`src/hdl/rcop_pkg.sv`:
```
// Package for the range cull block: field widths, codes and the queue entry type.
// Used by every module of the block; depends on nothing.
`timescale 1ns / 1ps

package rcop_pkg;

	localparam int COORD_W     = 24;
	localparam int HEALTH_IN_W = 20;
	localparam int HEALTH_W    = 17;
	localparam int RADIUS_W    = 23;
	localparam int DISPLAY_W   = 32;
	localparam int SLOT_W      = 12;
	localparam int BAD_W       = 13;
	localparam int RANGE_W     = 24;
	localparam int CFG_IDX_W   = 2;
	localparam int DIFF_W      = COORD_W + 1;
	localparam int SQ_W        = 2 * COORD_W + 1;
	localparam int DIST_W      = SQ_W + 1;
	localparam int LIM_W       = 2 * RANGE_W;
	localparam int QUEUE_DEPTH = 4;
	localparam int QPTR_W      = 2;
	localparam int QCNT_W      = 3;

	localparam logic [HEALTH_W-1:0] HEALTH_ONE = 17'd65536;
	localparam logic [1:0]          ROLE_MASK  = 2'h3;

	typedef enum logic [CFG_IDX_W-1:0] {
		CFG_ORIGIN_X  = 2'd0,
		CFG_ORIGIN_Y  = 2'd1,
		CFG_ORIGIN_Z  = 2'd2,
		CFG_MAX_RANGE = 2'd3
	} cfg_reg_t;

	typedef enum logic {
		CMD_ADD   = 1'b0,
		CMD_BEGIN = 1'b1
	} cmd_t;

	typedef struct packed {
		cmd_t                        cmd;
		logic                        keep;
		logic signed [COORD_W-1:0]   x;
		logic signed [COORD_W-1:0]   y;
		logic signed [COORD_W-1:0]   z;
		logic [HEALTH_W-1:0]         health;
		logic                        health_bad;
		logic [RADIUS_W-1:0]         radius;
		logic [DISPLAY_W-1:0]        display;
	} entry_t;

endpackage

```
`src/hdl/rcop_queue.sv`:
```
// Short queue that decouples the distance front end from the counter back end.
// Depends on rcop_pkg.
`timescale 1ns / 1ps

module rcop_queue (
	input  logic             clk,
	input  logic             arst_n,
	input  logic             push,
	input  rcop_pkg::entry_t push_data,
	output logic             full,
	input  logic             pop,
	output logic             pop_valid,
	output rcop_pkg::entry_t pop_data
);

	rcop_pkg::entry_t            mem_q [rcop_pkg::QUEUE_DEPTH];
	logic [rcop_pkg::QPTR_W-1:0] wr_q, rd_q;
	logic [rcop_pkg::QCNT_W-1:0] cnt_q;

	assign full      = (cnt_q == rcop_pkg::QCNT_W'(rcop_pkg::QUEUE_DEPTH));
	assign pop_valid = (cnt_q != '0);
	assign pop_data  = mem_q[rd_q];

	always_ff @(posedge clk or negedge arst_n) begin
		if (!arst_n) begin
			wr_q  <= '0;
			rd_q  <= '0;
			cnt_q <= '0;
		end else begin
			if (push) wr_q <= wr_q + 1'b1;
			if (pop) rd_q <= rd_q + 1'b1;
			if (push && !pop) begin
				cnt_q <= cnt_q + 1'b1;
			end else if (pop && !push) begin
				cnt_q <= cnt_q - 1'b1;
			end
		end
	end

	always_ff @(posedge clk) begin
		if (push) mem_q[wr_q] <= push_data;
	end

endmodule

```
`config.mk`:
```
export PLATFORM = sky130hd
export DESIGN_NAME = rcop_queue
export DESIGN_NICKNAME = d
export VERILOG_FILES = /design/src/hdl/rcop_pkg.sv /design/src/hdl/rcop_queue.sv
export SDC_FILE = /design/constraint.sdc
export NUM_CORES = 1
export LEC_CHECK = 0
export ABC_AREA = 1
export BUFFER_PORTS_ARGS = -buffer_cell sky130_fd_sc_hd__buf_2
export CAP_MARGIN = 20
export CORE_MARGIN = 2
export CORE_UTILIZATION = 62
export CTS_CLUSTER_DIAMETER = 50
export DETAILED_ROUTE_END_ITERATION = 6
export GPL_TIMING_DRIVEN = 0
export PLACE_DENSITY = 0.84
export SLEW_MARGIN = 20
export SYNTH_ARGS = -nofsm -noshare
export SYNTH_HDL_FRONTEND = slang
export SYNTH_SLANG_ARGS = --single-unit
```
`constraint.sdc`:
```
create_clock -name clk -period 8.5 [get_ports clk]
set_input_delay 0.85 -clock clk [delete_from_list [all_inputs] [get_ports clk]]
set_output_delay 0.85 -clock clk [all_outputs]
set_load 0.03 [all_outputs]
```
# --- Yosys cells after proc, flatten, opt, wreduce, memory -nomap -nowiden ---
# Memories as Yosys holds them, arrays and structs flattened.
# Cells that the tools add are included.
totals:
  latchBits: 0
  register_bits: 7
  word_cells: 19
  out_inout_bits: 149
  rom_bits: 0
  mem_bits_rw: 588
  n_memories: 1
mem_list:
  columns: ["memory", "depth", "width", "read_ports", "rd_clocked_by_memory_dff", "write_ports", "line_no", "text"]
  rows:
  - ["mem_q", 4, 147, 1, 0, 1, "rcop_queue.sv:16", "rcop_pkg::entry_t mem_q [rcop_pkg::QUEUE_DEPTH];"]
classes:
  bitwise_logic: 0
  n_mux: 4
  n_lt_le_gt_ge: 0
  multipliers: 0
  add_sub_neg: 4
  div_mod_pow: 0
  n_reduce_logical: 6
  shift: 0
  eq_ne: 1
ops:
  columns: ["operator", "n"]
  rows:
  - ["$mux W3", 2]
  - ["$add A2 B1 Y2 const B", 2]
  - ["$add A3 B1 Y3 const B", 1]
  - ["$eq A3 B3 Y1 const B", 1]
  - ["$reduce_bool A3 Y1", 1]
  - ["$sub A3 B1 Y3 const B", 1]
  - ["$logic_and A1 B1 Y1", 2]
  - ["$logic_not A1 Y1", 2]
  - ["$mux W1", 2]
  - ["$reduce_bool A2 Y1", 1]

# --- Depth between registers and ports, before layout ---
depth:
  ltp_word: 4
  depth_mapped: 9

# --- Worst setup path before layout ---
# Ideal clock, no wire load.
synth_timing:
  path_kind: "input to register"
  start: "input port push"
  end: "memory mem_q[0][0] (netlist bit) (enable)"
  path_slack_ns: 4.016
  t_arrival_ns: 3.983
  t_required_ns: 8.000
  path_buffers: 1
  setup_ns: 0.500
  stages: 3
  cell_sequence: "clkbuf_1 > nand2_1 > inv_1"
synth_between:
  elab_chain_len: 2
synth_rtl:
  columns: ["element", "line_no", "text"]
  rows:
  - ["from (decl)", "rcop_queue.sv:8", "input logic push,"]
  - ["$mux W1", "rcop_queue.sv:41", "if (push) mem_q[wr_q] <= push_data;"]
  - ["$mux W1 (implied by the code)", "rcop_queue.sv:41", null]
  - ["to (decl)", "rcop_queue.sv:16", null]
# No other way between the ends.

==> results.md <==
- The startpoint of the worst-slack reg-to-reg timing path is wr_q[0]$_DFFE_PN0P_.
- The worst relative slew slack is 0.5476.
- The core region is 38470 um^2.
- The number of I/O port buffers is 299.
- The post-synthesis cell area is 24100 um^2.
- Counting the buffers created by CTS gives 58.
- The first-iteration detailed-routing DRC count is 1240.
- Relative to the synthesized area, the layout overhead comes to 17.47%.
- The overall routed net length is 55080 um.
- The worst reg-to-reg path cell count is 5.
- The launching element of the worst setup path is rd_q[1]$_DFFE_PN0P_.
- The summed negative setup slack over all endpoints is 0 ns.
- The maximum number of pins on one net before global-route repair is 89.
- The total congestion overflow after global routing is 0.
- The number of clock sinks is 595.
- The fraction of final layout cells sized beyond drive strength 1 is 0.2644.
- In this run the worst hold path is classified as input port to asynchronous set/reset pin.
- The clock tree buffer depth is 3.
- For the worst setup path, the data arrival time is 2.40 ns.
- The commonest register cell after synthesis is edfxtp_1.
- The first TritonRoute pass finished after 5 iterations.
- The initial antenna violation count was 13.
- The kind of cell adding the most delay to the critical path is buffers and inverters.
- The half-perimeter wire length of the detailed placement result is 33730 um.
- The H-tree was split into 2 levels.
- The cell type contributing the most total cell area after synthesis is edfxtp_1.
- The worst setup path is captured at a primary output.
- Derived from the worst setup path, the maximum achievable clock frequency is 308.0 MHz.
- The worst setup path endpoint is pop_data[96].
- The clock slew seen by the registers of the worst setup and hold paths is 0.06 ns.
- In the routed design, unresolved DRC markers number 0.
- The fraction of registers with async set/reset is 0.01176.
- The most instantiated library cell after synthesis is edfxtp_1.
- The filler-free cell count of the finished design is 2696.
- The starting utilization of the core area is 0.6265.
- The signal on the critical path passes through inv_1, buf_2, buf_2, o211ai_2, nand2_1, buf_2.
- The critical path contains buffers and inverters numbering 4 combined.
- The latest clock arrival within the worst-skew pair is 0.60 ns.
- The cell count after synthesis came out at 1764.
- The critical path data required time is 7.65 ns.
- The endpoint of the worst-slack reg-to-reg timing path is mem_q[2][67]$_DFFE_PP_.
- The post-route fraction of the period consumed by the critical path is 0.3820.
- VDD sags by at most 0.0003456 V.
- Dividing the detail-routed via count by the number of cells gives 5.572.
- The routed design could run at a clock period as short as 3.247 ns.
- By startpoint and endpoint, the worst setup path is classified as register to primary output.
- Along the worst path, the maximum fanout reaches 10.
- The setup check on the worst reg-to-reg path leaves a slack of 6.36 ns.
- The placed cell count is 2585.
- At the pin with the least slew margin, the transition time is 0.6786 ns.
- The overall die height is 201.2 um.
- The number of global-route vias before repair was 15100.
- A synthesized cell averages 13.66 um^2.
- The post-detailed-route wirelength per cell is 20.43 um.
- TritonCTS built the clock tree.
- The detail route stage leaves a number of antenna-violating nets equal to 0.
- The analysis attributes to cell leakage a power of 11.54 nW.
- Counting distinct cell types in the post-synthesis netlist gives 19.
- The largest individual stage delay along the critical path comes from the cell buf_2.
- The floorplan has 72 rows.
- Setup repair after global routing left no endpoint under its margin.
- Routability-driven placement finished with a final weighted congestion of 0.7727.
- The dominant cell type by count on the critical path is buf_2.
- The logic depth of the worst path, buffers included is 6.
- After synthesis, the most frequently instantiated cells are 588 x edfxtp_1, 455 x nand2_1, 306 x inv_1, 194 x o211ai_1, 100 x o211ai_2.
- In this run, synthesis inferred 588 flip-flops with an integrated enable.
- The width of the chip is 201.2 um.
- The number of warnings reported in the yosys synthesis log is 0.
- The number of setup buffers added after CTS is 0.
- The count of maximum capacitance violations is 0.
- The run finished with clean final reports.
- Of the post-synthesis cell area, the dominant cell type holds 0.7327.
- Power spread over the standard cell area amounts to 394.8 nW/um^2.
- The routed layout has 15020 vias.
- Across every metal layer, demand over resource in global routing totals 0.2716.
- Clock tree synthesis selected as its root buffer the cell clkbuf_16.
- The first global-routing pass estimated 83100 um of wire.
- 300 I/O pins were placed.
- The worst clock skew is 0.009360 ns.
- After synthesis, the cell types taking the most area are edfxtp_1 73%, nand2_1 7.1%, o211ai_1 6.0%, o211ai_2 5.2%, inv_1 4.8%.
- Hold repair after CTS inserted 0 buffers.
- The total of fill cells in the finished design is 2354.
- The final number of hold-violating endpoints was 0.
- The number of max-slew violations in the final report is 0.
- The number of setup violations in the final report is 0.
- The nature of the critical path startpoint is a register.
- In this run, synthesis produced a sequential element count of 595.
- The floorplan step defined a die boundary enclosing 40460 um^2.
- The net count of the mapped netlist is 1921.
- The final layout contains 2284 nets.
- The delay of the slowest critical-path stage is 0.41 ns.
- Once the clock tree was built, the resizer swapped 0 gates to a different size.
- For this run, the register share of the synthesized area comes to 0.7400.
[logic make-up after synthesis]
| logic type | Yosys count | synth area share |
|---|---|---|
| fa+ha+maj | 6 | 0.003427 |
| compound gates | 295 | 0.1126 |
| simple gates | 459 | 0.07170 |
| flops | 595 | 0.7400 |
| buf+inv | 405 | 0.07087 |
| xor+xnor | 4 | 0.001454 |
[metal layers]
metal  wire [um]  GRT usage  vias to the layer above
li1            -          -                     6901
met1       21030     0.3539                     7362
met2       27740     0.4544                      649
met3        4998    0.06203                       96
met4        1216    0.09471                       14
met5          92          0                        -
[per-stage QoR]
stage | hold WS (ns) | utilization | setup slack [ns] | area [um^2] | total power, mW
6_report | 0.08526 | 0.7359 | 5.253 | 28310 | 11.17
5_1_grt | 0.06914 | 0.7357 | 5.085 | 28300 | 11.68
2_1_floorplan | 0.4417 | - | 4.016 | 24100 | 7.198
3_5_place_dp | 0.4664 | 0.6859 | 5.715 | 26380 | 8.679
4_1_cts | 0.06456 | 0.7354 | 5.203 | 28290 | 11.22
3_3_place_gp | 0.4575 | 0.6822 | 1.614 | 26240 | 8.673
[placed cells by master (no fill, tap or decap), types with 7 or more instances in the layout]
cell	n
clkinv_2	8
o211ai_1	194
diode_2	7
inv_1	302
nand2_1	455
buf_2	368
clkbuf_16	61
clkinv_1	12
buf_6	12
o211ai_2	100
dfrtp_1	7
clkbuf_1	24
edfxtp_1	588
[flip-flops by register name (all words and copies together), names as in the netlist]
signal  cells
cnt_q       3
rd_q        2
mem_q     588
wr_q        2
[worst min-delay path by stage]
stage / slack, ns / cells past startpoint / start / to
2_1_floorplan: 0.44 / 2 / cnt_q[2]$_DFFE_PN0P_ / cnt_q[2]$_DFFE_PN0P_
3_3_place_gp: 0.46 / 2 / cnt_q[2]$_DFFE_PN0P_ / cnt_q[2]$_DFFE_PN0P_
3_5_place_dp: 0.47 / 2 / cnt_q[2]$_DFFE_PN0P_ / cnt_q[2]$_DFFE_PN0P_
4_1_cts: 0.06 / 1 / arst_n / cnt_q[0]$_DFFE_PN0P_
5_1_grt: 0.07 / 1 / arst_n / cnt_q[0]$_DFFE_PN0P_
6_report: 0.09 / 1 / arst_n / cnt_q[2]$_DFFE_PN0P_
[power by group]
group	internal, mW	switching [mW]	total (mW)
sequential	3.84	0.142	3.98
clock	1.49	1.05	2.54
combinational	1.24	3.41	4.66
total	6.57	4.60	11.2
[layout make-up]
cell class / instances / area, um^2 / area share
inverter: 306 / 1179 / 0.04164
tap: 518 / 648.1 / 0.02290
timing repair buffer: 303 / 1607 / 0.05675
buffer: 99 / 559.3 / 0.01976
clock buffer: 71 / 1574 / 0.05560
clock inverter: 33 / 332.8 / 0.01176
sequential: 595 / 17830 / 0.6300
multi-input combinational: 764 / 4558 / 0.1610
antenna: 7 / 17.52 / 0.0006188
Power figures use the tool's default switching activity.
