### src/hdl/rcop_pkg.sv
// Package for the range cull block: field widths, codes and the queue entry type.
// Used by every module of the block; depends on nothing.
`timescale 1ns / 1ps

package rcop_pkg;

	localparam int COORD_W     = 24;
	localparam int HEALTH_IN_W = 20;
	localparam int HEALTH_W    = 17;
	localparam int RADIUS_W    = 23;
	localparam int DISPLAY_W   = 32;
	localparam int SLOT_W      = 12;
	localparam int BAD_W       = 13;
	localparam int RANGE_W     = 24;
	localparam int CFG_IDX_W   = 2;
	localparam int DIFF_W      = COORD_W + 1;
	localparam int SQ_W        = 2 * COORD_W + 1;
	localparam int DIST_W      = SQ_W + 1;
	localparam int LIM_W       = 2 * RANGE_W;
	localparam int QUEUE_DEPTH = 4;
	localparam int QPTR_W      = 2;
	localparam int QCNT_W      = 3;

	localparam logic [HEALTH_W-1:0] HEALTH_ONE = 17'd65536;
	localparam logic [1:0]          ROLE_MASK  = 2'h3;

	typedef enum logic [CFG_IDX_W-1:0] {
		CFG_ORIGIN_X  = 2'd0,
		CFG_ORIGIN_Y  = 2'd1,
		CFG_ORIGIN_Z  = 2'd2,
		CFG_MAX_RANGE = 2'd3
	} cfg_reg_t;

	typedef enum logic {
		CMD_ADD   = 1'b0,
		CMD_BEGIN = 1'b1
	} cmd_t;

	typedef struct packed {
		cmd_t                        cmd;
		logic                        keep;
		logic signed [COORD_W-1:0]   x;
		logic signed [COORD_W-1:0]   y;
		logic signed [COORD_W-1:0]   z;
		logic [HEALTH_W-1:0]         health;
		logic                        health_bad;
		logic [RADIUS_W-1:0]         radius;
		logic [DISPLAY_W-1:0]        display;
	} entry_t;

endpackage

### src/hdl/rcop_back.sv
// Back end: frame counters, buffer-full check, objective partitioning and the
// output register. Depends on rcop_pkg.
`timescale 1ns / 1ps

module rcop_back #(
	parameter int MAX_ENTRIES = 4096
) (
	input  logic                                   clk,
	input  logic                                   arst_n,
	input  logic                                   q_valid,
	input  rcop_pkg::entry_t                       q_entry,
	output logic                                   q_pop,
	output logic                                   out_valid,
	input  logic                                   out_stall,
	output logic signed [rcop_pkg::COORD_W-1:0]    out_x,
	output logic signed [rcop_pkg::COORD_W-1:0]    out_y,
	output logic signed [rcop_pkg::COORD_W-1:0]    out_z,
	output logic [rcop_pkg::HEALTH_W-1:0]          health_out,
	output logic [rcop_pkg::RADIUS_W-1:0]          radius_out,
	output logic [rcop_pkg::DISPLAY_W-1:0]         display_out,
	output logic                                   has_swap,
	output logic [rcop_pkg::SLOT_W-1:0]            swap_slot,
	output logic [rcop_pkg::SLOT_W-1:0]            slot_index,
	output logic [rcop_pkg::BAD_W-1:0]             bad_health_total
);

	localparam int CNT_W = $clog2(MAX_ENTRIES + 1);
	localparam logic [CNT_W-1:0] MAX_CNT = CNT_W'(MAX_ENTRIES);

	logic             obj_seen_q, obj_seen_d;
	logic [CNT_W-1:0] first_obj_q, first_obj_d;
	logic [CNT_W-1:0] acc_q, acc_d;
	logic [CNT_W-1:0] bad_q, bad_d;
	logic             take, emit, is_obj, swap_d;
	logic             out_v_q;

	assign take      = !out_v_q || !out_stall;
	assign q_pop     = q_valid && take;
	assign out_valid = out_v_q;

	always_comb begin
		obj_seen_d  = obj_seen_q;
		first_obj_d = first_obj_q;
		acc_d       = acc_q;
		bad_d       = bad_q;
		emit        = 1'b0;
		swap_d      = 1'b0;
		is_obj      = ((q_entry.display[1:0] & rcop_pkg::ROLE_MASK) != '0);
		if (q_entry.cmd == rcop_pkg::CMD_BEGIN) begin
			obj_seen_d  = 1'b0;
			first_obj_d = '0;
			acc_d       = '0;
			bad_d       = '0;
		end else if (acc_q < MAX_CNT && q_entry.keep) begin
			emit  = 1'b1;
			acc_d = acc_q + 1'b1;
			if (q_entry.health_bad && bad_q < MAX_CNT) bad_d = bad_q + 1'b1;
			if (is_obj) begin
				if (!obj_seen_q) begin
					obj_seen_d  = 1'b1;
					first_obj_d = acc_q;
				end
			end else if (obj_seen_q) begin
				swap_d = 1'b1;
				if (first_obj_q < MAX_CNT) first_obj_d = first_obj_q + 1'b1;
			end
		end
	end

	always_ff @(posedge clk or negedge arst_n) begin
		if (!arst_n) begin
			obj_seen_q  <= 1'b0;
			first_obj_q <= '0;
			acc_q       <= '0;
			bad_q       <= '0;
			out_v_q     <= 1'b0;
		end else if (take) begin
			out_v_q <= q_pop && emit;
			if (q_pop) begin
				obj_seen_q  <= obj_seen_d;
				first_obj_q <= first_obj_d;
				acc_q       <= acc_d;
				bad_q       <= bad_d;
			end
		end
	end

	always_ff @(posedge clk) begin
		if (q_pop && emit) begin
			out_x            <= q_entry.x;
			out_y            <= q_entry.y;
			out_z            <= q_entry.z;
			health_out       <= q_entry.health;
			radius_out       <= q_entry.radius;
			display_out      <= q_entry.display;
			has_swap         <= swap_d;
			swap_slot        <= swap_d ? rcop_pkg::SLOT_W'(first_obj_q) : '0;
			slot_index       <= rcop_pkg::SLOT_W'(acc_q);
			bad_health_total <= rcop_pkg::BAD_W'(bad_d);
		end
	end

endmodule

### config.mk
export PLATFORM = sky130hd
export DESIGN_NAME = rcop_back
export DESIGN_NICKNAME = d
export VERILOG_FILES = /design/src/hdl/rcop_pkg.sv /design/src/hdl/rcop_back.sv
export SDC_FILE = /design/constraint.sdc
export NUM_CORES = 1
export LEC_CHECK = 0
export BUFFER_PORTS_ARGS = -buffer_cell sky130_fd_sc_hd__buf_2
export CAP_MARGIN = 20
export CORE_MARGIN = 3
export CORE_UTILIZATION = 48
export CTS_CLUSTER_DIAMETER = 40
export DETAILED_ROUTE_END_ITERATION = 6
export PLACE_DENSITY_LB_ADDON = 0.08
export SLEW_MARGIN = 10
export SYNTH_ARGS = -nofsm -noshare
export SYNTH_HDL_FRONTEND = slang
export SYNTH_SLANG_ARGS = --single-unit
### constraint.sdc
create_clock -name clk -period 3.23 [get_ports clk]
set_clock_uncertainty 0.1 [all_clocks]
set_input_delay 0.323 -clock clk [delete_from_list [all_inputs] [get_ports clk]]
set_output_delay 0.323 -clock clk [all_outputs]
set_load 0.1 [all_outputs]
# Word-level counts from Yosys, hierarchy flattened
# Index checks and enable logic that the tools add are counted.
classes:
  add_sub_neg: 3
  mul: 0
  div: 0
  n_lt_le_gt_ge: 3
  n_eq_ne: 1
  n_shift: 0
  mux: 20
  bitwise_logic: 0
  n_reduce_logical: 16
op_table:
  columns: ["operator", "n"]
  rows:
  - ["2-to-1 mux 13 bit", 11]
  - ["adder 13 x 1 -> 13 bit (second input constant)", 3]
  - ["less-than comparator 13 bit (second input constant)", 3]
  - ["2-to-1 mux 1 bit", 9]
  - ["AND reduction 6 bit", 1]
  - ["nonzero test 2 bit", 3]
  - ["nonzero test 3 bit", 2]
  - ["logical AND 1 bit", 4]
  - ["AND reduction 4 bit", 1]
  - ["inequality test 3 bit (second input constant)", 1]
  - ["AND reduction 3 bit", 1]
  - ["logical NOT 1 bit", 2]
  - ["AND reduction 2 bit", 1]
  - ["logical OR 1 bit", 1]
totals:
  register_bits: 223
  latch_bits: 0
  mem_bits_rw: 0
  romBits: 0
  inputBits: 151
  output_inout_bits: 184
  wordCells: 58
  mem_count: 0

# Logic depth before layout (Yosys ltp)
logic_depth:
  ltp_word: 6
  depth_mapped: 8
  depth_no_buf: 7

# Worst setup path before layout
# OpenSTA, ideal clock, no wires.
synth_path:
  path_kind: "flip-flop to flip-flop"
  startpoint: "reg out_v_q (netlist: out_valid)"
  endpoint: "reg acc_q[9]"
  setup_time_ns: 0.084
  t_arrival_ns: 3.025
  required_ns: 3.046
  slack_ns: 0.021
  path_stages_with_launch: 9
  n_path_buf: 1
  period_less_slack_ns: 3.209
  cell_sequence: "dfrtp_1 > nand2_1 > nand2_1 > inv_1 > nand2_1 > inv_1 > buf_4 > o21ai_0 > a31oi_1"
synth_between:
  elab_chain_len: 4
synth_lines:
  columns: ["item", "line_no", "source"]
  rows:
  - ["start, declared", "rcop_back.sv:35", "logic out_v_q;"]
  - ["start signal, assigned", "rcop_back.sv:78", "out_v_q <= q_pop && emit;"]
  - ["logical NOT 1 bit *", "rcop_back.sv:37", "assign take = !out_v_q || !out_stall;"]
  - ["logical OR 1 bit *", "rcop_back.sv:37", null]
  - ["logical AND 1 bit", "rcop_back.sv:38", "assign q_pop = q_valid && take;"]
  - ["AND reduction 3 bit (no line) *", null, null]
  - ["end signal, assigned", "rcop_back.sv:74", "acc_q <= '0;"]
  - ["end signal, assigned", "rcop_back.sv:82", "acc_q <= acc_d;"]
  - ["end, declared", "rcop_back.sv:32", "logic [CNT_W-1:0] acc_q, acc_d;"]
# Every way passes the cells marked *; elsewhere a longest branch is shown, timed or not.
# A chain may end at the register's enable or synchronous reset.

# Worst setup path in the final report
layout_path:
  startpoint: "in out_stall"
  endpoint: "out q_pop"
layout_between:
  elab_chain_len: 3
layout_lines:
  columns: ["item", "line_no", "source"]
  rows:
  - ["start, declared", "rcop_back.sv:14", "input logic out_stall,"]
  - ["logical NOT 1 bit", "rcop_back.sv:37", null]
  - ["logical OR 1 bit", "rcop_back.sv:37", null]
  - ["logical AND 1 bit", "rcop_back.sv:38", null]
  - ["end, declared", "rcop_back.sv:12", "output logic q_pop,"]
# No other way between the ends.

==> flow_metrics.py <==
metrics = {
    "worst_setup_path": {
        "cp.arrival_ns": 2.20,
        "crit_required_ns": 2.81,
        "critPathKind": "input pin to output pin",
        "crit_fanout": 12,
        "crit_start": "out_stall",
        "end_kind": "output pin",
        "worstSetupStartpointType": "input pin",
        "r2r_start": "out_valid$_DFFE_PN0N_",
    },
    "die": {
        "design.portCount": 335,
        "fp.dieH_microns": 136.3,
        "fp.dieW_microns": 136.3,
        "rows": 46,
        "dieArea_sq_um": 18570,
        "start_util_pct": 50.19,
        "core_area_sq_um": 16230,
    },
    "detailed_routing": {
        "vias_per_cell": 5.279,
        "drtIter0Drc": 465,
        "vias": 6519,
        "postRouteAntennaNets": 0,
        "drcViolationCount": 0,
        "drt_pass1_iterations": 5,
        "wl_mm": 26.32,
        "detail_route.wl_per_cell_microns": 21.31,
    },
    "synthesis": {
        "synth_edf_count": 182,
        "synth_ff_type": "edfxtp_1",
        "synth_nets": 644,
        "ys_top_cells_by_count": "edfxtp_1 (182), dfrtp_1 (41), nor2_1 (32)",
        "synthArstFlopShare_pct": 18.39,
        "ys_seq_area_share_pct": 79.68,
        "synth_top_area_share_pct": 67.09,
        "yosysMostFrequentCell": "edfxtp_1",
        "syn_area_sq_um": 8147,
        "yosysWarnings": 0,
        "synthCells": 490,
        "syn_avg_cell_area_sq_um": 16.63,
        "synth.area.top_cells": "edfxtp_1 (67%), dfrtp_1 (13%), nor2_1 (1.5%)",
        "synth_largest_area_cell": "edfxtp_1",
        "synthDistinctLibCells": 53,
        "synth-seq-cells": 223,
    },
    "global_routing": {
        "grt_usage_pct": 27.40,
        "antenna_found_initial": 2,
        "grt_max_degree": 43,
        "top_usage_layer": "met2",
        "grt-ovfl-total": 0,
        "grt_pass1_wl_mm": 38.67,
        "grt_util_met2_pct": 48.16,
        "grt_use_met3_pct": 5.588,
        "use_met1_pct": 33.78,
        "grt_pass1_vias": 6660,
    },
    "clock_network": {
        "cts_resized": 0,
        "cts_made_buffers": 30,
        "cts_tree": "built",
        "clk_latency_ns": 0.52,
        "clk_pin_slew_ns": 0.06,
        "post_cts_buffers": 0,
        "clock_sinks": 223,
        "cts_max_level": 1,
        "clockBufferDepth": 3,
        "cts_hold_buffers": 146,
        "root_buffer": "clkbuf_16",
    },
    "power": {
        "p_per_area_nw_per_um2": 581.4,
        "power.total_uw": 7301,
        "p_leak_uw": 0.005209,
        "vdd_drop_max_mv": 0.4599,
    },
    "sta": {
        "relSlewSlack_pct": 32.98,
        "fin_crit_ns": 2.621,
        "tightest_slew_ns": 1.005,
        "grt_setup_unrepaired": "no",
        "totalNegativeSetupSlack_ns": 0,
        "finalHoldViolations": 0,
        "maxSlewViolCount": 0,
        "fin_crit_sh_pct": 81.15,
        "finalSetupViolCount": 0,
        "fmax_mhz": 381.5,
    },
    "min_path": {
        "worstHoldStart": "q_entry[146]",
        "hold_path.class": "input pin to flip-flop",
    },
    "run": {
        "cap_violations": 0,
    },
    "place": {
        "dp_hpwl_mm": 16.46,
        "routabilityCongestion": 0.8404,
        "io_buffer_count": 334,
    },
    "layout": {
        "drive_above_1_share_pct": 39.67,
        "final_nets": 1146,
        "synthToLayoutAreaGrowth_pct": 54.14,
    },
    "status": {
        "run_status": "finished clean",
    },
}
cell families after synthesis:
kind of cell / after synthesis / synth area share [%]
buffers and inverters: 22 / 1.244
adder cells (fa/ha/maj): 3 / 0.4608
AO/OA/AOI/OAI: 87 / 7.526
flip-flops: 223 / 79.68
multiplexers: 4 / 0.5222
AND/OR/NAND/NOR: 141 / 9.492
XOR/XNOR: 10 / 1.075
report_power, final:
part	switching [uW]	total, uW	internal [uW]
Clock	1260	3160	1900
Sequential	35.0	3230	3200
Combinational	649	904	255
metrics by stage:
step                      cells  instance area (sq um)  worst slack (ns)  hold slack, ns  util (%)
after CTS                  1232                  12550            0.6208          0.2097     77.32
after global routing       1234                  12550            0.4781          0.2478     77.35
after global placement     1030                  10100            0.8753          0.3904     62.23
final                      1235                  12560            0.6088          0.2319     77.37
after detailed placement   1030                  10100            0.7676          0.3824     62.23
after floorplan             490                   8147           0.02080        -0.07259         -
placed cells by master (no fill, tap or decap), types with 3 or more instances in the layout:
master | synthesis | layout
buf_2 | 3 | 334
edfxtp_1 | 182 | 182
dlygate4sd3_1 | 0 | 146
dfrtp_1 | 41 | 41
nor2_1 | 32 | 32
clkbuf_16 | 0 | 32
nand2_1 | 28 | 28
o21ai_0 | 19 | 19
nand3_1 | 16 | 16
and2_1 | 15 | 15
a22o_1 | 13 | 13
a21oi_1 | 11 | 11
o211ai_1 | 11 | 11
nor3_1 | 10 | 10
o2bb2ai_1 | 7 | 7
nand4_1 | 6 | 6
clkbuf_1 | 8 | 6
xor2_1 | 5 | 5
xnor2_1 | 5 | 5
inv_1 | 6 | 5
or4_1 | 5 | 5
or3_1 | 4 | 4
nor4_1 | 4 | 4
a31oi_1 | 4 | 4
o31ai_1 | 4 | 4
a41oi_1 | 4 | 4
clkinvlp_4 | 0 | 4
inv_6 | 0 | 4
diode_2 | 0 | 3
and3_1 | 3 | 3
a22oi_1 | 3 | 3
a21o_1 | 3 | 3
ha_1 | 3 | 3
clkbuf_8 | 0 | 3
buf_4 | 4 | 3
buf_12 | 0 | 3
per-layer routing:
layer	vias to the layer above	share of wire (%)
met2	330	52
met3	56	7.2
li1	2921	-
met5	-	0
met4	0	3.0
met1	3212	37
cell type report:
cell class | count | area (sq um)
timing repair buffer | 486 | 3216
sequential | 223 | 6491
clock inverter | 15 | 123.9
fill | 974 | 3674
multi-input combinational | 245 | 1554
antenna | 3 | 7.507
clock buffer | 41 | 864.6
tap | 216 | 270.3
inverter | 6 | 30.03
path summary, 6_finish.rpt:
path / to / slack, ns / cells past startpoint
min in group asynchronous: bad_q[6]$_DFFE_PN0P_ / 0.41 / 2
setup reg to reg: display_out[6]$_DFFE_PP_ / 0.80 / 6
max in group asynchronous: first_obj_q[3]$_DFFE_PN0P_ / 1.99 / 2
setup / recovery: q_pop / 0.61 / 6
hold / removal: bad_health_total[2]$_DFFE_PP_ / 0.23 / 2
hold reg to reg: out_valid$_DFFE_PN0N_ / 0.40 / 2
critical path, cell delays in order:
cell	delay [ns]
dlygate4sd3_1	0.54
buf_2	0.12
nand2_1	0.07
nand2_1	0.24
inv_1	0.38
buf_2	0.51
state kept, by name, summed over array words and instances, names as in the netlist:
name,cells
bad_health_total,13
swap_slot,12
out_x,24
acc_q,13
radius_out,23
display_out,32
out_z,24
health_out,17
out_y,24
has_swap,1
out_valid,1
bad_q,13
slot_index,12
obj_seen_q,1
first_obj_q,13
No activity file was read; power rests on OpenSTA's default activity.
